### src/sv/mp2d_pkg.sv
`default_nettype none

package mp2d_pkg;

  // Sizing of the line store and the pooling window.
  localparam int MAX_WIDTH   = 256;
  localparam int MAX_WINDOW  = 8;
  localparam int SAMPLE_BITS = 32;

  // Derived widths.
  localparam int COL_W       = $clog2(MAX_WIDTH);
  localparam int WEFF_W      = $clog2(MAX_WIDTH + 1);
  localparam int NRC_W       = $clog2(MAX_WIDTH + 16);
  localparam int WIN_CNT_W   = $clog2(MAX_WINDOW + 1);
  localparam int TREE_LEAVES = 1 << $clog2(MAX_WINDOW);

  // Fixed register widths of the configuration port.
  localparam int ROW_W    = 13;
  localparam int NBR_W    = 14;
  localparam int STEP_W   = 4;
  localparam int PCOUNT_W = 16;
  localparam int ADDR_W   = 5;
  localparam int DATA_W   = 32;

  typedef logic signed [SAMPLE_BITS-1:0] sample_t;
  typedef logic [MAX_WINDOW-1:0][SAMPLE_BITS-1:0] col_word_t;
  typedef logic [COL_W-1:0] col_t;
  typedef logic [WIN_CNT_W-1:0] win_cnt_t;

  localparam sample_t MOST_NEG = sample_t'({1'b1, {(SAMPLE_BITS-1){1'b0}}});

  // Register indexes, one word apart on the configuration port.
  typedef enum logic [2:0] {
    REG_PLANE_HEIGHT  = 3'd0,
    REG_PLANE_WIDTH   = 3'd1,
    REG_WINDOW_HEIGHT = 3'd2,
    REG_WINDOW_WIDTH  = 3'd3,
    REG_STEP_ROWS     = 3'd4,
    REG_STEP_COLS     = 3'd5,
    REG_PLANE_COUNT   = 3'd6
  } reg_idx_e;

  // Effective geometry after clamping of the raw registers.
  typedef struct packed {
    logic [ROW_W-1:0]    h;
    logic [WEFF_W-1:0]   w;
    win_cnt_t            wh;
    win_cnt_t            ww;
    logic [STEP_W-1:0]   sr;
    logic [STEP_W-1:0]   sc;
    logic [PCOUNT_W-1:0] pc;
  } cfg_t;

  // Stream position restart on a register write, with the new window size.
  typedef struct packed {
    logic     restart;
    win_cnt_t wh;
    win_cnt_t ww;
  } restart_t;

  // Result tags that travel down the pipeline with each sample.
  typedef struct packed {
    logic emit;
    logic plane_done;
    logic all_done;
  } item_t;

  // Window size register: zero reads as one, oversize as the largest window.
  function automatic win_cnt_t clamp_win(logic [3:0] v);
    win_cnt_t r;
    if (v == 4'd0) begin
      r = win_cnt_t'(1);
    end else if (int'(v) > MAX_WINDOW) begin
      r = win_cnt_t'(MAX_WINDOW);
    end else begin
      r = win_cnt_t'(v);
    end
    return r;
  endfunction

  // Maximum over the newest n entries (entry 0 is newest), as a compare tree.
  function automatic sample_t win_max(col_word_t v, win_cnt_t n);
    sample_t t [TREE_LEAVES];
    for (int i = 0; i < TREE_LEAVES; i++) begin
      t[i] = MOST_NEG;
    end
    for (int i = 0; i < MAX_WINDOW; i++) begin
      if (i < int'(n)) begin
        t[i] = $signed(v[i]);
      end
    end
    for (int s = 1; s < TREE_LEAVES; s = s * 2) begin
      for (int i = 0; i + s < TREE_LEAVES; i = i + 2 * s) begin
        if (t[i+s] > t[i]) begin
          t[i] = t[i+s];
        end
      end
    end
    return t[0];
  endfunction

endpackage

`default_nettype wire

### src/sv/mp2d_rowmax.sv
`default_nettype none

module mp2d_rowmax (
  input  wire logic                 clk_i,
  input  wire logic                 rst_ni,
  input  wire logic                 en_i,
  input  wire logic                 valid_i,
  input  wire mp2d_pkg::sample_t    colmax_i,
  input  wire mp2d_pkg::item_t      item_i,
  input  wire mp2d_pkg::win_cnt_t   ww_i,
  output logic                      out_valid_o,
  output mp2d_pkg::sample_t         pooled_value_o,
  output logic                      plane_done_o,
  output logic                      all_done_o
);
  import mp2d_pkg::*;

  // Column maxima of the current row, newest at entry 0.
  col_word_t cms_q;
  col_word_t row_word;
  sample_t   row_max;
  logic      out_valid_q;
  sample_t   pooled_q;
  logic      plane_done_q;
  logic      all_done_q;

  assign row_word = {cms_q[MAX_WINDOW-2:0], colmax_i};
  assign row_max  = win_max(row_word, ww_i);

  always_ff @(posedge clk_i) begin
    if (en_i && valid_i) begin
      cms_q <= row_word;
    end
  end

  // Output register.
  always_ff @(posedge clk_i or negedge rst_ni) begin
    if (!rst_ni) begin
      out_valid_q <= 1'b0;
    end else if (en_i) begin
      out_valid_q <= valid_i && item_i.emit;
    end
  end

  always_ff @(posedge clk_i) begin
    if (en_i && valid_i && item_i.emit) begin
      pooled_q     <= row_max;
      plane_done_q <= item_i.plane_done;
      all_done_q   <= item_i.all_done;
    end
  end

  assign out_valid_o    = out_valid_q;
  assign pooled_value_o = pooled_q;
  assign plane_done_o   = plane_done_q;
  assign all_done_o     = all_done_q;

endmodule

`default_nettype wire

### config.mk
export PLATFORM = sky130hd
export DESIGN_NAME = mp2d_rowmax
export DESIGN_NICKNAME = d
export VERILOG_FILES = /design/src/sv/mp2d_pkg.sv /design/src/sv/mp2d_rowmax.sv
export SDC_FILE = /design/constraint.sdc
export NUM_CORES = 1
export LEC_CHECK = 0
export ABC_AREA = 1
export BUFFER_PORTS_ARGS = -buffer_cell sky130_fd_sc_hd__buf_2
export CAP_MARGIN = 20
export CORE_MARGIN = 2
export CORE_UTILIZATION = 25
export CTS_CLUSTER_SIZE = 24
export DETAILED_ROUTE_END_ITERATION = 8
export GPL_ROUTABILITY_DRIVEN = 0
export GPL_TIMING_DRIVEN = 1
export PLACE_DENSITY = 0.46
export SLEW_MARGIN = 20
export SYNTH_ARGS = -nofsm -noshare
export SYNTH_HDL_FRONTEND = slang
export SYNTH_SLANG_ARGS = --single-unit
### constraint.sdc
create_clock -name clk_i -period 8.09 [get_ports clk_i]
set_input_delay 1.618 -clock clk_i [delete_from_list [all_inputs] [get_ports clk_i]]
set_output_delay 1.618 -clock clk_i [all_outputs]
set_load 0.02 [all_outputs]
==> Word level (Yosys, flattened, before mapping) <==
Index checks and enable logic that the tools add are counted.
{ "totals": {"regBits": 259, "word_cells": 44, "output_inout_bits": 35, "inputBits": 43} }
{ "op_classes": {"mux": 15, "magnitude_cmp": 15, "n_reduce_logical": 3} }
{ "ops": {"columns": ["cell", "count"], "rows": [
  ["$mux W32", 15],
  ["$gt A32 B32 Y1", 7],
  ["$lt A3 B4 Y1 const A", 4],
  ["$lt A1 B4 Y1 const A", 2],
  ["$lt A2 B4 Y1 const A", 2],
  ["$logic_and A1 B1 Y1", 3]
]} }

==> Logic depth before layout (Yosys ltp) <==
{ "logic_depth": {"ltp_word": 8, "mapped_depth": 57} }

==> Least setup slack after synthesis <==
OpenSTA, ideal clock, no wires.
{ "synth_path": {"path_kind": "input -> register", "from": "input port ww_i[3]", "to": "register pooled_q[24], in the netlist pooled_value_o[24] (data pin)", "setup_ps": 130, "path_buffers": 6, "setup_slack_ps": -389, "arrival_time_ps": 8348, "stages": 51, "required_ps": 7960, "path_cell_list": "buf_6 -> inv_2 -> nand2_2 -> inv_1 -> nor2_1 -> clkbuf_1 -> clkbuf_1 -> nand2_1 -> ha_1 -> nand2_1 -> inv_1 -> nand3_1 -> or3_1 -> inv_1 -> nand2_1 -> nand2_1 -> nand2_1 -> nand2_1 -> [15 not listed] -> nand2_4 -> buf_4 -> nand3_1 -> and2_1 -> ha_1 -> a21oi_1 -> o21ai_0 -> a21o_1 -> a21oi_1 -> o21ai_0 -> a21oi_1 -> o21ai_0 -> xnor2_1 -> o21ai_0 -> clkinv_1 -> clkbuf_1 -> or2_2 -> nand2_1"} }
{ "synth_between": {"elab_chain_cells": 8, "word_cells_on_any_way": 30, "cone_classes": "order compare: 15; mux: 15"} }
{ "synth_lines": {"columns": ["item", "line_no", "rtl"], "rows": [
  ["from (decl)", "mp2d_rowmax.sv:10", "input wire mp2d_pkg::win_cnt_t ww_i,"],
  ["$lt A3 B4 Y1, or another cell as far along", "mp2d_pkg.sv:88", "if (i < int'(n)) begin"],
  ["$mux W32", "mp2d_pkg.sv:88", null],
  ["$gt A32 B32 Y1", "mp2d_pkg.sv:94", "if (t[i+s] > t[i]) begin"],
  ["$mux W32", "mp2d_pkg.sv:94", null],
  ["$gt A32 B32 Y1", "mp2d_pkg.sv:94", null],
  ["$mux W32", "mp2d_pkg.sv:94", null],
  ["$gt A32 B32 Y1", "mp2d_pkg.sv:94", null],
  ["$mux W32 (*)", "mp2d_pkg.sv:94", null],
  ["named net row_max[24]", "mp2d_rowmax.sv:21", "sample_t row_max;"],
  ["to (signal assigned)", "mp2d_rowmax.sv:47", "pooled_q <= row_max;"],
  ["to (decl)", "mp2d_rowmax.sv:23", "sample_t pooled_q;"]
]} }
The timed path passes the listed nets; every way through them passes the cells marked *.
A chain may end at the register's enable or synchronous reset.

==> Final worst setup path <==
{ "layout_path": {"from": "input port ww_i[3]", "to": "register pooled_q[1], in the netlist pooled_value_o[1] (data pin)"} }
The elaborated chain is that of the path after synthesis.

==> summary.md <==
| Metric | Value |
|---|---|
| Outcome | `finished with violations` |
| Violated checks | `negative setup slack` |
| Sw Share | `37.6%` |
| Share of total power in combinational logic | `62.9%` |
| Share of layout cells above drive strength 1 | `40.3%` |
| Avg WL per Cell | `15.8 µm` |
| Post-synth top flop | `edfxtp_1` |
| R2R Path End | `pooled_value_o[1]` |
| Leakage | `12.2 nW` |
| Most Frequent Cell on Critical Path | `buf_4` |
| Detailed placement HPWL | `41300 µm` |
| Initial antenna violation count | `2` |
| RSZ-0062 raised after global routing | `yes` |
| Final #Nets | `2881` |
| Gr usage total | `14.8%` |
| Via Count | `15687` |
| Post-synthesis cell area | `0.0173 mm²` |
| Worst Tran Pin Value | `1.04 ns` |
| Synthesis-to-layout area growth | `53.1%` |
| Worst setup path class | `in2reg` |
| Vias in the first global route | `15302` |
| Cells after Synth | `1963` |
| Critical Path Sink | `pooled_value_o[1]` |
| Reported net switching power | `3.29 mW` |
| Initial Utilization | `25.2%` |
| Clk sinks | `259` |
| Synth cell types | `46` |
| Relative slew slack | `30.5%` |
| Fin. max-slew vios | `0` |
| Post-synth EDFFs | `258` |
| Worst setup margin | `-0.166 ns` |
| VDD IR max | `0.264 mV` |
| Largest net degree at the start of global routing | `81` |
| Avg Vias per Cell | `4.40` |
| Period utilization | `102%` |
| Die X | `267 µm` |
| Clock power share | `16.3%` |
| Pwr dens | `330 mW/mm²` |
| Depth of the CTS H-tree | `2` |
| CP startpoint kind | `input pin` |
| Worst Path Arrival | `8.60 ns` |
| CP peak stage delay | `0.32 ns` |
| Hold Crit Class | `reg2reg` |
| Worst-path fanout max | `17` |
| Hold Violations, Final | `0` |
| FF-to-FF setup slack | `0.99 ns` |
| Multi-input logic area | `0.00983 mm²` |
| Drt first pass iters | `5` |
| Post-DP Area | `0.0226 mm²` |
| Sequential share of power | `20.8%` |
| Crit path from | `ww_i[3]` |
| Cell area after layout | `0.0265 mm²` |
| Cts bufs inserted | `34` |
| R2R Path Start | `cms_q[95]` |
| Max-cap viol count | `0` |
| Layout Skew | `0.0111 ns` |
| Yosys reg bits | `259` |
| CTS Buffer Depth | `3` |
| Yosys warns | `0` |
| Post-synth ARST share | `0.386%` |
| Crit path required time | `8.43 ns` |
| Post-Syn Nets | `2228` |
| Clk root buf | `clkbuf_16` |
| DR iter-0 viols | `864` |
| WHS | `0.438 ns` |
| Register area share after synthesis | `44.9%` |
| Core ar. | `0.0686 mm²` |
| WL final | `56400 µm` |
| CTS tree | `yes` |
| Clock Latency Late Sink | `0.54 ns` |
| First-pass GRT wire length | `82900 µm` |
| FMAX | `0.121 GHz` |
| Die height | `267 µm` |
| IO buf count | `77` |
| Final setup vio count | `30` |
| Slowest CP cell | `a21oi_1` |
| Core Rows | `96` |
| Routed Antenna Nets | `0` |
| Fin crit period | `8.26 ns` |
| Total grt overflow | `0` |
| Clock Pin Slew Worst Setup and Hold Paths | `0.06 ns` |
| Die ar. | `0.0713 mm²` |
| CP Capture Type | `flip-flop` |
| Mean area per synthesized cell | `8.81 µm²` |
| Drt drc | `0` |
| Internal | `5.46 mW` |
| Path depth of the worst reg2reg path | `41` |
| Ports | `78` |
| Fillers | `6775` |
| Reg area | `0.00777 mm²` |
-- stage by stage --
stage / setup slack, ns / std cells / utilization, % / power, mW / TNS, ns
final: -0.166 / 3568 / 38.6 / 8.75 / -2.83
after global routing: -0.410 / 3567 / 38.6 / 9.38 / -10.37
after CTS: -0.333 / 3486 / 35.2 / 7.82 / -9.05
after detailed placement: -1.57 / 3416 / 33.0 / 5.77 / -48.17
after global placement: -1.63 / 3416 / 33.0 / 5.69 / -50.26
after floorplan: 0.0195 / 1963 / - / 4.00 / 0
-- layer usage --
metal	wire length [µm]	vias up	part of all wire, %	global-route usage, %
li1	-	8037	-	-
met1	25800	7262	46	20.2
met2	26900	289	48	24.3
met3	1850	99	3.3	1.92
met4	1870	0	3.3	4.74
met5	0	-	0	0
-- sequential cells by signal, summed over array words and instances (netlist names) --
signal          cells
out_valid_o         1
plane_done_o        1
all_done_o          1
pooled_value_o     32
cms_q             224
-- how the worst min path moves through the flow --
| stage | startpoint | endpoint | depth (start not counted) | slack [ns] |
|---|---|---|---|---|
| after floorplan | cms_q[95] | cms_q[127] | 0 | 0.42 |
| after global placement | cms_q[12] | cms_q[44] | 0 | 0.43 |
| after detailed placement | cms_q[159] | cms_q[191] | 0 | 0.43 |
| after CTS | cms_q[159] | cms_q[191] | 0 | 0.44 |
| after global routing | cms_q[145] | cms_q[177] | 0 | 0.45 |
| final | cms_q[68] | cms_q[100] | 0 | 0.44 |
-- worst max-delay path: cells and delay by family --
kind	cells	cell delay [ns]
buffers and inverters	17	2.42
AOI/OAI and AO/OA	11	1.83
and+or+nand+nor	14	1.39
adders and majority gates	3	0.89
xor gates and xnor gates	3	0.39
-- Yosys cell counts, types with 3 or more instances --
master	number	area, µm²
nand3_1	99	495
buf_1	4	15.0
or2_2	34	213
buf_4	3	22.5
buf_12	3	60.1
nor2_1	133	499
edfxtp_1	258	7750
clkbuf_1	59	221
xnor2_1	3	26.3
nand3_2	6	60.1
ha_1	222	2780
a21oi_1	100	500
o21bai_1	5	37.5
o21a_1	5	37.5
and2_1	30	188
nand2_2	37	231
a211oi_1	10	75.1
nor4_1	5	31.3
o21ai_0	192	961
nand4_1	27	169
nand2_1	469	1760
inv_1	214	803
o211ai_1	6	45.0
nor3_1	9	45.0
-- cells in the final DEF, fill, tap and decap left out, types with 30 or more instances in the layout --
master and count:
a21oi_1 75, buf_12 30, buf_2 73, buf_4 527, buf_6 34, clkbuf_16 53, edfxtp_1 258, ha_1 187
ha_4 34, inv_1 201, nand2_1 409, nand2_2 85, nand3_1 85, nor2_1 110, o21ai_0 84, o21ai_1 63
o21ai_2 36
-- area by class of cell --
type / count / area share (%)
multi-input cells: 1417 / 37.1
flip-flops and latches: 259 / 29.3
repair buffers: 687 / 22.0
well taps: 931 / 4.40
clock buffers: 41 / 3.55
inverters: 217 / 3.21
clock inverters: 15 / 0.354
diodes: 1 / 0.00944
-- power groups by stage --
stage / sequential (mW) / clock, mW / combinational, mW
after CTS: 1.83 / 1.48 / 4.52
after global routing: 1.83 / 1.52 / 6.03
after detailed placement: 1.85 / 0 / 3.92
final: 1.82 / 1.43 / 5.50
after floorplan: 1.88 / 0 / 2.11
after global placement: 1.86 / 0 / 3.84
-- cell families after synthesis --
logic type,share of synthesized area [%]
flip-flops,44.9
XOR/XNOR,0.203
adder cells (fa/ha/maj),16.1
buffers and inverters,6.68
AO/OA/AOI/OAI,10.1
AND/OR/NAND/NOR,22.0
-- timing repair --
item | CTS | global route
setup buffers | 9 | 67
pin swaps | 22 | 125
resized for setup | 80 | 399
hold buffers | 0 | 0
gates cloned | 5 | 18
endpoints found under the setup margin | 32 | 32
(Power assumes the default switching activity.)
