File: src/sv/mp2d_pkg.sv
`default_nettype none

package mp2d_pkg;

  // Sizing of the line store and the pooling window.
  localparam int MAX_WIDTH   = 256;
  localparam int MAX_WINDOW  = 8;
  localparam int SAMPLE_BITS = 32;

  // Derived widths.
  localparam int COL_W       = $clog2(MAX_WIDTH);
  localparam int WEFF_W      = $clog2(MAX_WIDTH + 1);
  localparam int NRC_W       = $clog2(MAX_WIDTH + 16);
  localparam int WIN_CNT_W   = $clog2(MAX_WINDOW + 1);
  localparam int TREE_LEAVES = 1 << $clog2(MAX_WINDOW);

  // Fixed register widths of the configuration port.
  localparam int ROW_W    = 13;
  localparam int NBR_W    = 14;
  localparam int STEP_W   = 4;
  localparam int PCOUNT_W = 16;
  localparam int ADDR_W   = 5;
  localparam int DATA_W   = 32;

  typedef logic signed [SAMPLE_BITS-1:0] sample_t;
  typedef logic [MAX_WINDOW-1:0][SAMPLE_BITS-1:0] col_word_t;
  typedef logic [COL_W-1:0] col_t;
  typedef logic [WIN_CNT_W-1:0] win_cnt_t;

  localparam sample_t MOST_NEG = sample_t'({1'b1, {(SAMPLE_BITS-1){1'b0}}});

  // Register indexes, one word apart on the configuration port.
  typedef enum logic [2:0] {
    REG_PLANE_HEIGHT  = 3'd0,
    REG_PLANE_WIDTH   = 3'd1,
    REG_WINDOW_HEIGHT = 3'd2,
    REG_WINDOW_WIDTH  = 3'd3,
    REG_STEP_ROWS     = 3'd4,
    REG_STEP_COLS     = 3'd5,
    REG_PLANE_COUNT   = 3'd6
  } reg_idx_e;

  // Effective geometry after clamping of the raw registers.
  typedef struct packed {
    logic [ROW_W-1:0]    h;
    logic [WEFF_W-1:0]   w;
    win_cnt_t            wh;
    win_cnt_t            ww;
    logic [STEP_W-1:0]   sr;
    logic [STEP_W-1:0]   sc;
    logic [PCOUNT_W-1:0] pc;
  } cfg_t;

  // Stream position restart on a register write, with the new window size.
  typedef struct packed {
    logic     restart;
    win_cnt_t wh;
    win_cnt_t ww;
  } restart_t;

  // Result tags that travel down the pipeline with each sample.
  typedef struct packed {
    logic emit;
    logic plane_done;
    logic all_done;
  } item_t;

  // Window size register: zero reads as one, oversize as the largest window.
  function automatic win_cnt_t clamp_win(logic [3:0] v);
    win_cnt_t r;
    if (v == 4'd0) begin
      r = win_cnt_t'(1);
    end else if (int'(v) > MAX_WINDOW) begin
      r = win_cnt_t'(MAX_WINDOW);
    end else begin
      r = win_cnt_t'(v);
    end
    return r;
  endfunction

  // Maximum over the newest n entries (entry 0 is newest), as a compare tree.
  function automatic sample_t win_max(col_word_t v, win_cnt_t n);
    sample_t t [TREE_LEAVES];
    for (int i = 0; i < TREE_LEAVES; i++) begin
      t[i] = MOST_NEG;
    end
    for (int i = 0; i < MAX_WINDOW; i++) begin
      if (i < int'(n)) begin
        t[i] = $signed(v[i]);
      end
    end
    for (int s = 1; s < TREE_LEAVES; s = s * 2) begin
      for (int i = 0; i + s < TREE_LEAVES; i = i + 2 * s) begin
        if (t[i+s] > t[i]) begin
          t[i] = t[i+s];
        end
      end
    end
    return t[0];
  endfunction

endpackage

`default_nettype wire

File: src/sv/mp2d_ctrl.sv
`default_nettype none

module mp2d_ctrl (
  input  wire logic               clk_i,
  input  wire logic               rst_ni,
  input  wire mp2d_pkg::cfg_t     cfg_i,
  input  wire mp2d_pkg::restart_t restart_i,
  input  wire logic               accept_i,
  output mp2d_pkg::col_t          col_o,
  output mp2d_pkg::item_t         item_o
);
  import mp2d_pkg::*;

  logic [ROW_W-1:0]    row_q, row_d;
  col_t                col_q, col_d;
  logic [PCOUNT_W-1:0] plane_q, plane_d;
  logic [NBR_W-1:0]    nbr_q, nbr_d;
  logic [NRC_W-1:0]    nrc_q, nrc_d;

  logic                hit_col;
  logic                hit_row;
  logic [WEFF_W-1:0]   col_inc;
  logic                last_col;
  logic [ROW_W-1:0]    row_inc;
  logic                last_row;
  logic [NBR_W:0]      bot_sum;
  logic [NRC_W:0]      rgt_sum;
  logic                last_res;
  logic [PCOUNT_W:0]   plane_inc;

  // Position compares for the sample at the head of the stream.
  always_comb begin
    hit_col   = NRC_W'(col_q) == nrc_q;
    hit_row   = NBR_W'(row_q) == nbr_q;
    col_inc   = WEFF_W'(col_q) + WEFF_W'(1);
    last_col  = col_inc >= cfg_i.w;
    row_inc   = row_q + ROW_W'(1);
    last_row  = row_inc >= cfg_i.h;
    bot_sum   = (NBR_W+1)'(nbr_q) + (NBR_W+1)'(cfg_i.sr);
    rgt_sum   = (NRC_W+1)'(nrc_q) + (NRC_W+1)'(cfg_i.sc);
    last_res  = (bot_sum >= (NBR_W+1)'(cfg_i.h)) && (rgt_sum >= (NRC_W+1)'(cfg_i.w));
    plane_inc = (PCOUNT_W+1)'(plane_q) + (PCOUNT_W+1)'(1);
  end

  // Result tags for the sample taken in this cycle.
  always_comb begin
    item_o.emit       = hit_row && hit_col;
    item_o.plane_done = hit_row && hit_col && last_res;
    item_o.all_done   = hit_row && hit_col && last_res &&
                        (plane_q == cfg_i.pc - PCOUNT_W'(1));
  end

  assign col_o = col_q;

  // Raster position and next window corner.
  always_comb begin
    row_d   = row_q;
    col_d   = col_q;
    plane_d = plane_q;
    nbr_d   = nbr_q;
    nrc_d   = nrc_q;
    if (restart_i.restart) begin
      row_d   = '0;
      col_d   = '0;
      plane_d = '0;
      nbr_d   = NBR_W'(restart_i.wh) - NBR_W'(1);
      nrc_d   = NRC_W'(restart_i.ww) - NRC_W'(1);
    end else if (accept_i) begin
      if (hit_col) begin
        nrc_d = nrc_q + NRC_W'(cfg_i.sc);
      end
      if (last_col) begin
        col_d = '0;
        nrc_d = NRC_W'(cfg_i.ww) - NRC_W'(1);
        if (hit_row) begin
          nbr_d = nbr_q + NBR_W'(cfg_i.sr);
        end
        if (last_row) begin
          row_d   = '0;
          nbr_d   = NBR_W'(cfg_i.wh) - NBR_W'(1);
          plane_d = (plane_inc >= (PCOUNT_W+1)'(cfg_i.pc)) ? '0 : plane_inc[PCOUNT_W-1:0];
        end else begin
          row_d = row_inc;
        end
      end else begin
        col_d = col_inc[COL_W-1:0];
      end
    end
  end

  always_ff @(posedge clk_i or negedge rst_ni) begin
    if (!rst_ni) begin
      row_q   <= '0;
      col_q   <= '0;
      plane_q <= '0;
      nbr_q   <= '0;
      nrc_q   <= '0;
    end else begin
      row_q   <= row_d;
      col_q   <= col_d;
      plane_q <= plane_d;
      nbr_q   <= nbr_d;
      nrc_q   <= nrc_d;
    end
  end

  // The position never leaves the plane.
  a_col_in_plane: assert property (@(posedge clk_i) disable iff (!rst_ni)
    WEFF_W'(col_q) < cfg_i.w)
    else $error("column index outside the plane");

  a_row_in_plane: assert property (@(posedge clk_i) disable iff (!rst_ni)
    row_q < cfg_i.h)
    else $error("row index outside the plane");

  // The end-of-stream mark only rides on an end-of-plane result.
  a_done_nesting: assert property (@(posedge clk_i) disable iff (!rst_ni)
    item_o.all_done |-> (item_o.plane_done && item_o.emit))
    else $error("all_done without plane_done");

endmodule

`default_nettype wire

File: config.mk
export PLATFORM = sky130hd
export DESIGN_NAME = mp2d_ctrl
export DESIGN_NICKNAME = d
export VERILOG_FILES = /design/src/sv/mp2d_pkg.sv /design/src/sv/mp2d_ctrl.sv
export SDC_FILE = /design/constraint.sdc
export NUM_CORES = 1
export LEC_CHECK = 0
export BUFFER_PORTS_ARGS = -buffer_cell sky130_fd_sc_hd__buf_4
export CORE_MARGIN = 2
export CORE_UTILIZATION = 30
export CTS_CLUSTER_SIZE = 8
export DETAILED_ROUTE_END_ITERATION = 10
export HOLD_SLACK_MARGIN = 0.02
export PLACE_DENSITY = 0.51
export SYNTH_ARGS = -nofsm -noshare
export SYNTH_HDL_FRONTEND = slang
export SYNTH_SLANG_ARGS = --single-unit
File: constraint.sdc
create_clock -name clk_i -period 3.2 [get_ports clk_i]
set_clock_uncertainty 0.05 [all_clocks]
set_input_delay 0.32 -clock clk_i [delete_from_list [all_inputs] [get_ports clk_i]]
set_output_delay 0.32 -clock clk_i [all_outputs]
set_load 0.03 [all_outputs]
### Yosys cells after proc, flatten, opt, wreduce, memory -nomap -nowiden

Index checks and enable logic that the tools add are counted.

| storage, ports and cells | value |
|---|---|
| flip-flop bits (word level) | 60 |
| bits in latches | 0 |
| bits in writable memories | 0 |
| ROM bits | 0 |
| output and inout port bits | 11 |
| memories | 0 |

| cells by class | value |
|---|---|
| $add $sub $neg | 12 |
| multiply operators | 0 |
| div/mod/pow operators | 0 |
| order comparisons | 5 |
| eq/ne operators | 3 |
| shift-type cells | 0 |
| muxes and demuxes | 21 |
| bitwise operators | 0 |
| reduce and logical (&&, ||, !) cells | 13 |

Operators with widths:

| cell | count |
|---|---|
| $mux W16 | 5 |
| $mux W14 | 5 |
| $mux W13 | 4 |
| $mux W9 | 4 |
| $mux W8 | 3 |
| $sub A4 B1 Y5 const B | 4 |
| $add A16 B1 Y17 const B | 1 |
| $ge A17 B16 Y1 | 1 |
| $eq A16 B16 Y1 | 1 |
| $sub A16 B1 Y16 const B | 1 |
| $add A14 B4 Y15 | 1 |
| $ge A15 B13 Y1 | 1 |
| $add A14 B4 Y14 | 1 |
| $eq A13 B14 Y1 | 1 |
| $add A13 B1 Y13 const B | 1 |
| $ge A13 B13 Y1 | 1 |
| $add A9 B4 Y10 | 1 |
| $ge A10 B9 Y1 | 1 |
| $add A8 B1 Y9 const B | 1 |
| $add A9 B4 Y9 | 1 |
| $eq A8 B9 Y1 | 1 |
| $ge A9 B9 Y1 | 1 |
| $reduce_and A3 Y1 | 2 |
| $reduce_bool A2 Y1 | 3 |
| other kinds (3) | 8 |

### Depth between registers and ports, before layout

| logic depth | value |
|---|---|
| depth in word-level cells | 7 |
| depth in mapped cells | 17 |
| depth with buffers taken out | 15 |

### Worst setup path before layout

No wires, ideal clock.

| timing path | value |
|---|---|
| path kind | register -> output |
| from | reg nbr_q[0] |
| to | out item_o[0] (netlist name) |
| arrival | 3.219 ns |
| required time | 2.830 ns |
| path slack | -0.389 ns |
| stages on the path, launching flop included | 15 |
| path buffers | 0 |
| cell sequence | dfrtp_1 > ha_1 > inv_1 > fa_1 > nor2b_1 > o31ai_1 > nor2b_1 > nand3_1 > xnor2_1 > ha_1 > nand4_1 > nor2_1 > a221o_1 > o221a_1 > nor3b_2 |

RTL lines:

| what | RTL line | text |
|---|---|---|
| start, declared | mp2d_ctrl.sv:17 | `logic [NBR_W-1:0] nbr_q, nbr_d;` |
| start signal, assigned | mp2d_ctrl.sv:102 | `nbr_q <= nbr_d;` |
| end, declared | mp2d_ctrl.sv:10 | `output mp2d_pkg::item_t item_o` |

==> run metrics <==
H-tree depth 3; largest net degree at the start of global routing between 60 and 70; MaxCap Viol Count 0; final core utilization 0.4395; row cnt 52; global route overflow 0; Clock Tree Buf Depth 2; NumNets Final 1,112; Yosys reg bits 60; Placer Congestion 0.8262; Pre-antenna DRT Iters 4; Worst-Skew Late Latency around 0.33 ns; routed vias/inst a little under 5; DRT iter0 DRCs 206; IO buf count 76; syn avg cell area roughly 8 sq um; hpwl dp 13,880 um; met2 usage 0.2704; total CTS buffers 9; Max Clk Rate ~0.25 GHz; total number of vias 6,071; Max-slew headroom 0.4292; post-synthesis sequential area ratio 0.2385; M3 GR Usage 0.02385; Final TNS setup -1.453 ns; Layout area overhead 42.61%; Final Non-Filler Cells roughly 1,200; Post-synth EDFFs 0; I/O Pins 77; critical-path maximum fanout 2; arrival time worst endpoint 3.55 ns; routed length per placed instance around 14 um; worst min path class in2async; clock sinks 60; failing checks negative setup slack; final hold vios 0; die area 22,160 sq um; CTS tree done; share of the synthesized area in the top cell type 0.2385; WL final 17,860 um; minimum clock period 3.923 ns; Final WS setup -0.7225 ns; Hold-fix buffers, CTS 0; first-pass GRT wire length slightly below 30,000 um; fin crit share 1.226; Final setup violation count 3; Starting Density 0.3082; Cells after Synth between 700 and 800; cell taking the most area after synthesis dfrtp_1; Yosys cell types 65; GRT busiest layer met2; Mapped Nets roughly 900; Main synth FF type dfrtp_1; Die Width about 150 um; top cells by area, synth dfrtp_1 24%, ha_1 15%, xnor2_1 6.8%, xor2_1 6.0%, nand2_1 4.7%; DR DRC count 0; Post-Syn Area roughly 6300 sq um; met1 usage 0.2219; R2R Setup Slk -0.04 ns; Core Footprint approximately 20,000 sq um; Req. time, crit path 2.83 ns; clk root buf clkbuf_16; Filler Cell Count 2,091; maximum vdd drop about 0.00027 V; Worst-Margin Slew 0.8562 ns; Ys Warns 0; GRT Overall Usage 0.1650; Post-synth top cells 79 x nand2_1, 76 x ha_1, 65 x inv_1; Final ANT Viol Nets 0; placed insts 1,210; Tot Pwr around 3.4 mW; Crit. End Element output pin; vias in the first global route 5,955; count leader, synth nand2_1; layout cells sized above 1 0.3289; diodes inserted 0; leakage power about 4.4 nW; post-synthesis async set-or-reset flop share 1.000; initial antenna violation count 0; die height 148.9 um; status complete, but fails checks; power per cell area approximately 380 nW/um^2; Slew Viols, Final 0; Crit Path Class reg2out; crit start category register; CTS clk-pin slew, worst paths 0.06 ns; unrepaired setup endpoints after global routing true
power breakdown:
group	leakage, nW	internal, mW	switching, mW
clock	0.169	0.743	0.364
combinational	3.45	0.738	0.698
sequential	0.798	0.830	0.0592
kinds of logic (layout without fill, tap and decap cells):
logic type | Yosys count | in the layout | synth area share
AOI/OAI and AO/OA | 170 | 170 | 0.1747
xor gates and xnor gates | 92 | 92 | 0.1280
adders and majority gates | 78 | 78 | 0.1574
buffers and inverters | 96 | 294 | 0.06558
DFF | 60 | 60 | 0.2385
muxes | 17 | 17 | 0.02782
and+or+nand+nor | 262 | 262 | 0.2081
layer usage:
layer	part of all wire	wire length [um]
met1	0.49	8667
met2	0.46	8249
met3	0.035	624
met4	0.018	321
met5	0	0
final timing paths:
check,startpoint,endpoint,cells past startpoint
min,rst_ni,row_q[9],1
max in group asynchronous,rst_ni,col_o[1],1
min reg2reg,row_q[12],row_q[12],2
min in group clk_i,accept_i,col_o[2],3
max reg2reg,plane_q[0],plane_q[5],15
max,nbr_q[0],item_o[0],15
placed cells by master, fill, tap and decap left out, drive strengths merged, types with 6 or more instances in the layout:
master  synthesis  routed
and3           14      14
nand3          46      46
nor3           18      18
nand4          15      15
dfrtp          60      60
a211oi          8       8
o22ai           8       8
clkbuf         17      13
ha             76      76
nand2b         10      10
a31oi           8       8
a21o            7       7
nor2           43      43
inv            65      65
xnor2          49      49
buf            14     212
o211ai          6       6
a21oi          44      44
nand2          80      80
nor4            8       8
mux2i          13      13
a21boi          6       6
and2            6       6
xor2           43      43
o21ai          43      43
o31ai           6       6
per-stage QoR:
step | setup WS [ns] | hold WS [ns] | cell area (sq um)
floorplan | -0.1781 | -0.02559 | 6347
global placement | -0.5999 | 0.4483 | 8024
detailed placement | -0.6426 | 0.4511 | 8024
CTS | -0.8166 | 0.08002 | 8507
global route | -0.9002 | 0.1263 | 8979
finish | -0.7225 | 0.04924 | 8979
registers in the layout, indices dropped and copies added, names as in the netlist:
name / cells
nrc_q: 9
nbr_q: 14
plane_q: 16
row_q: 13
col_o: 8
area by class of cell:
type                            instances  area (sq um)  area share
Timing Repair Buffer                  213          1732      0.1929
Tap cell                              270         337.8     0.03763
Sequential cell                        60          1508      0.1679
Inverter                               65         244.0     0.02717
Clock buffer                           12         266.5     0.02968
Clock inverter                          4         70.07    0.007804
Multi-Input combinational cell        619          4821      0.5369
timing repair:
item | 4_1_cts | 5_1_grt
gates resized for setup | 28 | 91
setup endpoints to repair | 20 | 57
cloned | 1 | 2
pin swaps | 22 | 55
buffers inserted | 5 | 10
worst max-delay path: stages, from the launching register on:
cell       delay [ns]
dfrtp_1          0.35
ha_2             0.19
inv_2            0.04
fa_2             0.38
nor2b_4          0.14
o21ai_2          0.05
nand2b_1         0.10
xor2_1           0.15
ha_1             0.26
a21o_1           0.20
a2111oi_4        0.31
o21ai_1          0.11
a221o_1          0.36
o221a_4          0.27
nor3b_4          0.15
buf_6            0.15
No activity file was read; power rests on OpenSTA's default activity.
