File: config.mk
export PLATFORM = sky130hd
export DESIGN_NAME = mp2d_cfg
export DESIGN_NICKNAME = d
export VERILOG_FILES = /design/src/sv/mp2d_pkg.sv /design/src/sv/mp2d_cfg.sv
export SDC_FILE = /design/constraint.sdc
export NUM_CORES = 1
export LEC_CHECK = 0
export BUFFER_PORTS_ARGS = -buffer_cell sky130_fd_sc_hd__buf_2
export CAP_MARGIN = 20
export CORE_UTILIZATION = 43
export DETAILED_ROUTE_END_ITERATION = 8
export GPL_ROUTABILITY_DRIVEN = 1
export PLACE_DENSITY = 0.76
export SETUP_SLACK_MARGIN = 0.5
export SYNTH_ARGS = -nofsm -noshare
export SYNTH_HDL_FRONTEND = slang
export SYNTH_SLANG_ARGS = --single-unit
File: constraint.sdc
create_clock -name clk_i -period 1.3 [get_ports clk_i]
set_clock_uncertainty 0.15 [all_clocks]
set_input_delay 0.065 -clock clk_i [delete_from_list [all_inputs] [get_ports clk_i]]
set_output_delay 0.065 -clock clk_i [all_outputs]
set_load 0.02 [all_outputs]
File: src/sv/mp2d_pkg.sv
`default_nettype none

package mp2d_pkg;

  // Sizing of the line store and the pooling window.
  localparam int MAX_WIDTH   = 256;
  localparam int MAX_WINDOW  = 8;
  localparam int SAMPLE_BITS = 32;

  // Derived widths.
  localparam int COL_W       = $clog2(MAX_WIDTH);
  localparam int WEFF_W      = $clog2(MAX_WIDTH + 1);
  localparam int NRC_W       = $clog2(MAX_WIDTH + 16);
  localparam int WIN_CNT_W   = $clog2(MAX_WINDOW + 1);
  localparam int TREE_LEAVES = 1 << $clog2(MAX_WINDOW);

  // Fixed register widths of the configuration port.
  localparam int ROW_W    = 13;
  localparam int NBR_W    = 14;
  localparam int STEP_W   = 4;
  localparam int PCOUNT_W = 16;
  localparam int ADDR_W   = 5;
  localparam int DATA_W   = 32;

  typedef logic signed [SAMPLE_BITS-1:0] sample_t;
  typedef logic [MAX_WINDOW-1:0][SAMPLE_BITS-1:0] col_word_t;
  typedef logic [COL_W-1:0] col_t;
  typedef logic [WIN_CNT_W-1:0] win_cnt_t;

  localparam sample_t MOST_NEG = sample_t'({1'b1, {(SAMPLE_BITS-1){1'b0}}});

  // Register indexes, one word apart on the configuration port.
  typedef enum logic [2:0] {
    REG_PLANE_HEIGHT  = 3'd0,
    REG_PLANE_WIDTH   = 3'd1,
    REG_WINDOW_HEIGHT = 3'd2,
    REG_WINDOW_WIDTH  = 3'd3,
    REG_STEP_ROWS     = 3'd4,
    REG_STEP_COLS     = 3'd5,
    REG_PLANE_COUNT   = 3'd6
  } reg_idx_e;

  // Effective geometry after clamping of the raw registers.
  typedef struct packed {
    logic [ROW_W-1:0]    h;
    logic [WEFF_W-1:0]   w;
    win_cnt_t            wh;
    win_cnt_t            ww;
    logic [STEP_W-1:0]   sr;
    logic [STEP_W-1:0]   sc;
    logic [PCOUNT_W-1:0] pc;
  } cfg_t;

  // Stream position restart on a register write, with the new window size.
  typedef struct packed {
    logic     restart;
    win_cnt_t wh;
    win_cnt_t ww;
  } restart_t;

  // Result tags that travel down the pipeline with each sample.
  typedef struct packed {
    logic emit;
    logic plane_done;
    logic all_done;
  } item_t;

  // Window size register: zero reads as one, oversize as the largest window.
  function automatic win_cnt_t clamp_win(logic [3:0] v);
    win_cnt_t r;
    if (v == 4'd0) begin
      r = win_cnt_t'(1);
    end else if (int'(v) > MAX_WINDOW) begin
      r = win_cnt_t'(MAX_WINDOW);
    end else begin
      r = win_cnt_t'(v);
    end
    return r;
  endfunction

  // Maximum over the newest n entries (entry 0 is newest), as a compare tree.
  function automatic sample_t win_max(col_word_t v, win_cnt_t n);
    sample_t t [TREE_LEAVES];
    for (int i = 0; i < TREE_LEAVES; i++) begin
      t[i] = MOST_NEG;
    end
    for (int i = 0; i < MAX_WINDOW; i++) begin
      if (i < int'(n)) begin
        t[i] = $signed(v[i]);
      end
    end
    for (int s = 1; s < TREE_LEAVES; s = s * 2) begin
      for (int i = 0; i + s < TREE_LEAVES; i = i + 2 * s) begin
        if (t[i+s] > t[i]) begin
          t[i] = t[i+s];
        end
      end
    end
    return t[0];
  endfunction

endpackage

`default_nettype wire

File: src/sv/mp2d_cfg.sv
`default_nettype none

module mp2d_cfg (
  input  wire logic                       clk_i,
  input  wire logic                       rst_ni,
  input  wire logic                       psel,
  input  wire logic                       penable,
  input  wire logic                       pwrite,
  input  wire logic [mp2d_pkg::ADDR_W-1:0] paddr,
  input  wire logic [mp2d_pkg::DATA_W-1:0] pwdata,
  output logic      [mp2d_pkg::DATA_W-1:0] prdata,
  output logic                            pready,
  output mp2d_pkg::cfg_t                  cfg_o,
  output mp2d_pkg::restart_t              restart_o
);
  import mp2d_pkg::*;

  logic [12:0] plane_height_q, plane_height_d;
  logic [8:0]  plane_width_q, plane_width_d;
  logic [3:0]  window_height_q, window_height_d;
  logic [3:0]  window_width_q, window_width_d;
  logic [3:0]  step_rows_q, step_rows_d;
  logic [3:0]  step_cols_q, step_cols_d;
  logic [15:0] plane_count_q, plane_count_d;
  logic        wr_en;
  logic        wr_hit;
  reg_idx_e    idx;

  assign pready = 1'b1;
  assign wr_en  = psel && penable && pwrite;
  assign idx    = reg_idx_e'(paddr[4:2]);

  // Register write decode.
  always_comb begin
    plane_height_d  = plane_height_q;
    plane_width_d   = plane_width_q;
    window_height_d = window_height_q;
    window_width_d  = window_width_q;
    step_rows_d     = step_rows_q;
    step_cols_d     = step_cols_q;
    plane_count_d   = plane_count_q;
    wr_hit          = 1'b0;
    if (wr_en) begin
      wr_hit = 1'b1;
      unique case (idx)
        REG_PLANE_HEIGHT:  plane_height_d  = pwdata[12:0];
        REG_PLANE_WIDTH:   plane_width_d   = pwdata[8:0];
        REG_WINDOW_HEIGHT: window_height_d = pwdata[3:0];
        REG_WINDOW_WIDTH:  window_width_d  = pwdata[3:0];
        REG_STEP_ROWS:     step_rows_d     = pwdata[3:0];
        REG_STEP_COLS:     step_cols_d     = pwdata[3:0];
        REG_PLANE_COUNT:   plane_count_d   = pwdata[15:0];
        default:           wr_hit          = 1'b0;
      endcase
    end
  end

  always_ff @(posedge clk_i or negedge rst_ni) begin
    if (!rst_ni) begin
      plane_height_q  <= 13'd1;
      plane_width_q   <= 9'd1;
      window_height_q <= 4'd1;
      window_width_q  <= 4'd1;
      step_rows_q     <= 4'd1;
      step_cols_q     <= 4'd1;
      plane_count_q   <= 16'd1;
    end else begin
      plane_height_q  <= plane_height_d;
      plane_width_q   <= plane_width_d;
      window_height_q <= window_height_d;
      window_width_q  <= window_width_d;
      step_rows_q     <= step_rows_d;
      step_cols_q     <= step_cols_d;
      plane_count_q   <= plane_count_d;
    end
  end

  // Read-back of the raw register values.
  always_comb begin
    unique case (idx)
      REG_PLANE_HEIGHT:  prdata = DATA_W'(plane_height_q);
      REG_PLANE_WIDTH:   prdata = DATA_W'(plane_width_q);
      REG_WINDOW_HEIGHT: prdata = DATA_W'(window_height_q);
      REG_WINDOW_WIDTH:  prdata = DATA_W'(window_width_q);
      REG_STEP_ROWS:     prdata = DATA_W'(step_rows_q);
      REG_STEP_COLS:     prdata = DATA_W'(step_cols_q);
      REG_PLANE_COUNT:   prdata = DATA_W'(plane_count_q);
      default:           prdata = '0;
    endcase
  end

  // Effective geometry: zero counts as one, widths and windows are capped.
  always_comb begin
    cfg_o.h  = (plane_height_q == 13'd0) ? ROW_W'(1) : plane_height_q;
    if (plane_width_q == 9'd0) begin
      cfg_o.w = WEFF_W'(1);
    end else if (int'(plane_width_q) > MAX_WIDTH) begin
      cfg_o.w = WEFF_W'(MAX_WIDTH);
    end else begin
      cfg_o.w = WEFF_W'(plane_width_q);
    end
    cfg_o.wh = clamp_win(window_height_q);
    cfg_o.ww = clamp_win(window_width_q);
    cfg_o.sr = (step_rows_q == 4'd0) ? STEP_W'(1) : step_rows_q;
    cfg_o.sc = (step_cols_q == 4'd0) ? STEP_W'(1) : step_cols_q;
    cfg_o.pc = (plane_count_q == 16'd0) ? PCOUNT_W'(1) : plane_count_q;
  end

  // Any register write restarts the stream with the window size just written.
  assign restart_o.restart = wr_hit;
  assign restart_o.wh      = clamp_win(window_height_d);
  assign restart_o.ww      = clamp_win(window_width_d);

endmodule

`default_nettype wire

* Yosys cells after proc, flatten, opt, wreduce, memory -nomap -nowiden
Index checks and enable logic that the tools add are counted.
** Word-level totals
- Bits in registers :: 54
- Bits of input ports :: 42
** Operators by class
- Magnitude comparators :: 5
- Equality and inequality tests :: 6
- Mux-type cells :: 21
- Reductions and logical operators :: 18
** Operator list (count)
- $pmux W16 S7 :: 1
- $mux W4 :: 14
- $logic_not A4 Y1 :: 6
- $mux W9 :: 2
- $gt A4 B4 Y1 const B :: 4
- $logic_not A16 Y1 :: 1
- $mux W16 :: 1
- $logic_not A13 Y1 :: 1
- $mux W13 :: 1
- $reduce_and A2 Y1 :: 5
- $eq A3 B3 Y1 const B :: 3
- $gt A9 B9 Y1 const B :: 1
- $logic_not A9 Y1 :: 1
- $reduce_or A7 Y1 :: 1
- $eq A3 B2 Y1 const B :: 2
- $eq A3 B1 Y1 const B :: 1
- $logic_not A3 Y1 :: 1
- $logic_and A1 B1 Y1 :: 2
- $mux W1 :: 2

* Depth between registers and ports, before layout
- Depth in word-level cells :: 6
- Depth in mapped cells :: 5
- Mapped depth without buffers :: 3

* Least setup slack after synthesis
OpenSTA, ideal clock, no wires.
- Kind :: input -> output
- From :: in paddr[2] in the netlist's numbering
- To :: out prdata[3] in the netlist's numbering
- Arrival :: 1.210 ns
- Data required time :: 1.085 ns
- Slack :: -0.125 ns
- Cell stages on the path :: 5
- Buffers on the path :: 2
- Cells stage by stage :: buf_6 > buf_2 > nor2b_1 > a221oi_1 > o21ai_0
** Between the ends
- Longest elaborated chain between the ends :: 2
** Ends and longest elaborated chain
- start, declared :: line mp2d_cfg.sv:9 : input wire logic [mp2d_pkg::ADDR_W-1:0] paddr,
- $eq A3 B3 Y1 (tied with other cells) :: line mp2d_cfg.sv:80 : unique case (idx)
- $pmux W16 S7 (*) :: line mp2d_cfg.sv:80
- end, declared :: line mp2d_cfg.sv:11 : output logic [mp2d_pkg::DATA_W-1:0] prdata,
Every way passes the cells marked *; elsewhere a longest branch is shown, timed or not.

* Final worst setup path
- From :: reg plane_width_q[3]
- To :: out prdata[3] in the netlist's numbering
** Between the ends
- Longest elaborated chain between the ends :: 1
** Ends and longest elaborated chain
- start, declared :: line mp2d_cfg.sv:19 : logic [8:0] plane_width_q, plane_width_d;
- start signal, assigned :: line mp2d_cfg.sv:69 : plane_width_q <= plane_width_d;
- $pmux W16 S7 :: line mp2d_cfg.sv:80
No other way between the ends.

==> flow_summary.yaml <==
pwr:
  combPwrFrac: 0.556
  seqPwrFrac: 0.312
  p_sw_frac: 0.3831
  clockPowerShare: 0.132
  switchingPower_uw: 3137
  peakVddDrop_mv: 0.8642
  intPower_uw: 5051
  power_density_nw_per_um2: 1340
  p_leak_uw: 0.002809
global_route:
  grt_max_degree: 55
  top_usage_layer: "met2"
  gr-usage-all-layers: 0.3085
  grt_use_met1: 0.3602
  grt_pass1_vias: 3162
  grt-ovfl-total: 0
  use_met2: 0.5525
  met3_usage: 0.04807
  grt_pass1_wl_um: 17600
  antenna_found_initial: 0
setup_path:
  worst-setup-path-type: "flop to primary output"
  reg2reg_from: "plane_height_q[7]$_DFFE_PN0P_"
  r2r_cells: 5
  crit_arrival_ns: 1.60
  cp_max_fo: 2
  critPathRequiredTime_ns: 1.09
  crit_start: "plane_width_q[3]$_DFFE_PN0P_"
  rrSetupSlack_ns: -0.17
  cp-start-kind: "flop"
  end_kind: "primary output"
  critPathCapture: "prdata[3]"
  r2r-end: "plane_height_q[7]$_DFFE_PN0P_"
synth:
  synth-seq-cells: 54
  synth.avg_cell_area_um2: 11.00
  netlist_instances: 289
  syn-cell-area_um2: 3179
  synthArstFlopShare: 1.000
  yosys.area.top_type: "dfrtp_1"
  synthTopCellsByArea: "dfrtp_1 37%, mux2_2 16%, dfstp_2 5.8%"
  seq_area_frac_synth: 0.4278
  synth.top_cell.area_share: 0.3699
  ys.flop_type: "dfrtp_1"
  yosys_warnings: 0
  synth.distinct_cells: 39
  synth_edf_count: 0
place:
  hpwl_um: 6480
  gp_congestion: 0.8414
  post-place-ws_ns: -0.2622
  port_buffers: 102
clock_tree:
  tritoncts: "built"
  clkTransAtPathRegs_ns: 0.13
  clk_latency_ns: 0.31
  cts_hold_buf: 1
  clockRootBuffer: "clkbuf_8"
  cts.sinks: 54
  clk_path_buf_depth: 2
  cts_buffers: 5
  htreeDepth: 2
timing:
  fin_setup_tns_ns: -11.41
  drv_slew: 0
  timing_hold_violations_final: 28
  period_share: 1.393
  post-route-min-period_ns: 1.811
  hold_ws_ns: -0.1681
  setup_viol: 68
  grt_setup_unrepaired: "yes"
  worst_slack_ns: -0.5109
  fmax_mhz: 552.2
floorplan:
  initial_core_util: 0.4554
  num_rows: 30
  chipHeight_um: 87.99
  core_area_um2: 6982
  die_w_um: 87.99
  dieArea_um2: 7741
  top_level_ports: 138
run_status:
  violations: "negative hold slack, negative setup slack"
  status: "complete, but fails checks"
final_layout:
  drive_above_1_share: 0.8294
  diodes: 0
  fillers: 280
  areaGrowthSynthToFinish_pct: 92.17
  nets: 510
job:
  max_cap_violations: 0
route:
  routed_via_density: 5.627
  routed_wl_um: 14120
  drt_iter0_markers: 177
  wl_per_cell_um: 24.99
  postRouteAntennaNets: 0
  drt_pre_antenna_iters: 4
  drc: 0
  via_count: 3179
hold_path:
  hold_class: "input pin to flop"
## cells in the mapped netlist, types with 7 or more instances
cell type / count
buf_4: 20
dfstp_2: 7
nor4_1: 7
mux2_2: 44
nor2_1: 15
clkbuf_1: 39
mux2_4: 10
nor2b_1: 13
mux2i_1: 10
dfrtp_1: 47
## placed cells by master, fill, tap and decap left out, types with 5 or more instances in the layout
master	instances
buf_6	140
mux2_4	52
buf_4	41
dfrtp_1	31
buf_2	23
nor2_4	17
conb_1	17
dfrtp_2	16
nor2b_4	11
buf_12	8
dfstp_2	7
clkbuf_8	6
buf_8	6
o2bb2ai_2	5
mux2i_1	5
## routing by layer
layer	vias up	part of all wire
met4	0	0.046
met2	217	0.50
met1	1597	0.38
met5	-	0
li1	1308	-
met3	57	0.071
## how the worst min path moves through the flow
stage,start,depth (start not counted),end
6_report,pwdata[14],2,plane_count_q[14]$_DFFE_PN0P_
5_1_grt,pwdata[14],2,plane_count_q[14]$_DFFE_PN0P_
4_1_cts,pwdata[14],2,plane_count_q[14]$_DFFE_PN0P_
3_5_place_dp,rst_ni,2,plane_height_q[8]$_DFFE_PN0P_
3_3_place_gp,rst_ni,2,plane_height_q[8]$_DFFE_PN0P_
2_1_floorplan,rst_ni,0,plane_count_q[10]$_DFFE_PN0P_
## kinds of logic after synthesis
logic type / after synthesis / synth area share
multiplexers: 68 / 0.2593
flip-flops: 54 / 0.4278
AND/OR/NAND/NOR: 60 / 0.1149
AO/OA/AOI/OAI: 34 / 0.07832
buffers and inverters: 71 / 0.1173
other: 2 / 0.002362
## worst max-delay path, cell delays in order (launching register included)
cell and delay (ns):
dfrtp_1 0.43, mux2_4 0.27, a221oi_2 0.30, o21ai_2 0.11
buf_6 0.15
## area by class of cell
type	count	area, µm²	share of cell area
timing repair buffer	222	2337	0.3826
sequential	54	1380	0.2259
tap	96	120.1	0.01966
clock inverter	2	16.27	0.002662
clock buffer	6	82.58	0.01352
multi-input combinational	180	2155	0.3527
inverter	5	18.77	0.003072
## flip-flops by register name, summed over array words and instances, names as in the netlist
name             cells
plane_count_q       16
plane_height_q      13
plane_width_q        9
step_cols_q          4
step_rows_q          4
window_height_q      4
window_width_q       4
## what timing repair did
item                                   4_1_cts  5_1_grt
setup buffers                               28       27
setup endpoints to repair                  133      140
gates cloned                                 3        1
endpoints found under the hold margin       82       28
resized for setup                          250       76
pin swaps                                   28       22
## power groups by stage
stage	logic (µW)	registers (µW)	clock network (µW)
detailed placement	2850	2390	0
CTS	3870	2440	1050
floorplan	1940	2350	0
global placement	2810	2370	0
global route	4740	2560	1150
finish	4550	2550	1080
## per-stage QoR
step | power, µW | instances | util | area (µm²)
2_1_floorplan | 4287 | 304 | - | 3615
3_3_place_gp | 5185 | 497 | 0.6249 | 4363
3_5_place_dp | 5240 | 497 | 0.6249 | 4363
4_1_cts | 7353 | 537 | 0.8020 | 5599
5_1_grt | 8451 | 565 | 0.8751 | 6110
6_report | 8188 | 565 | 0.8751 | 6110
(Power assumes the default switching activity.)
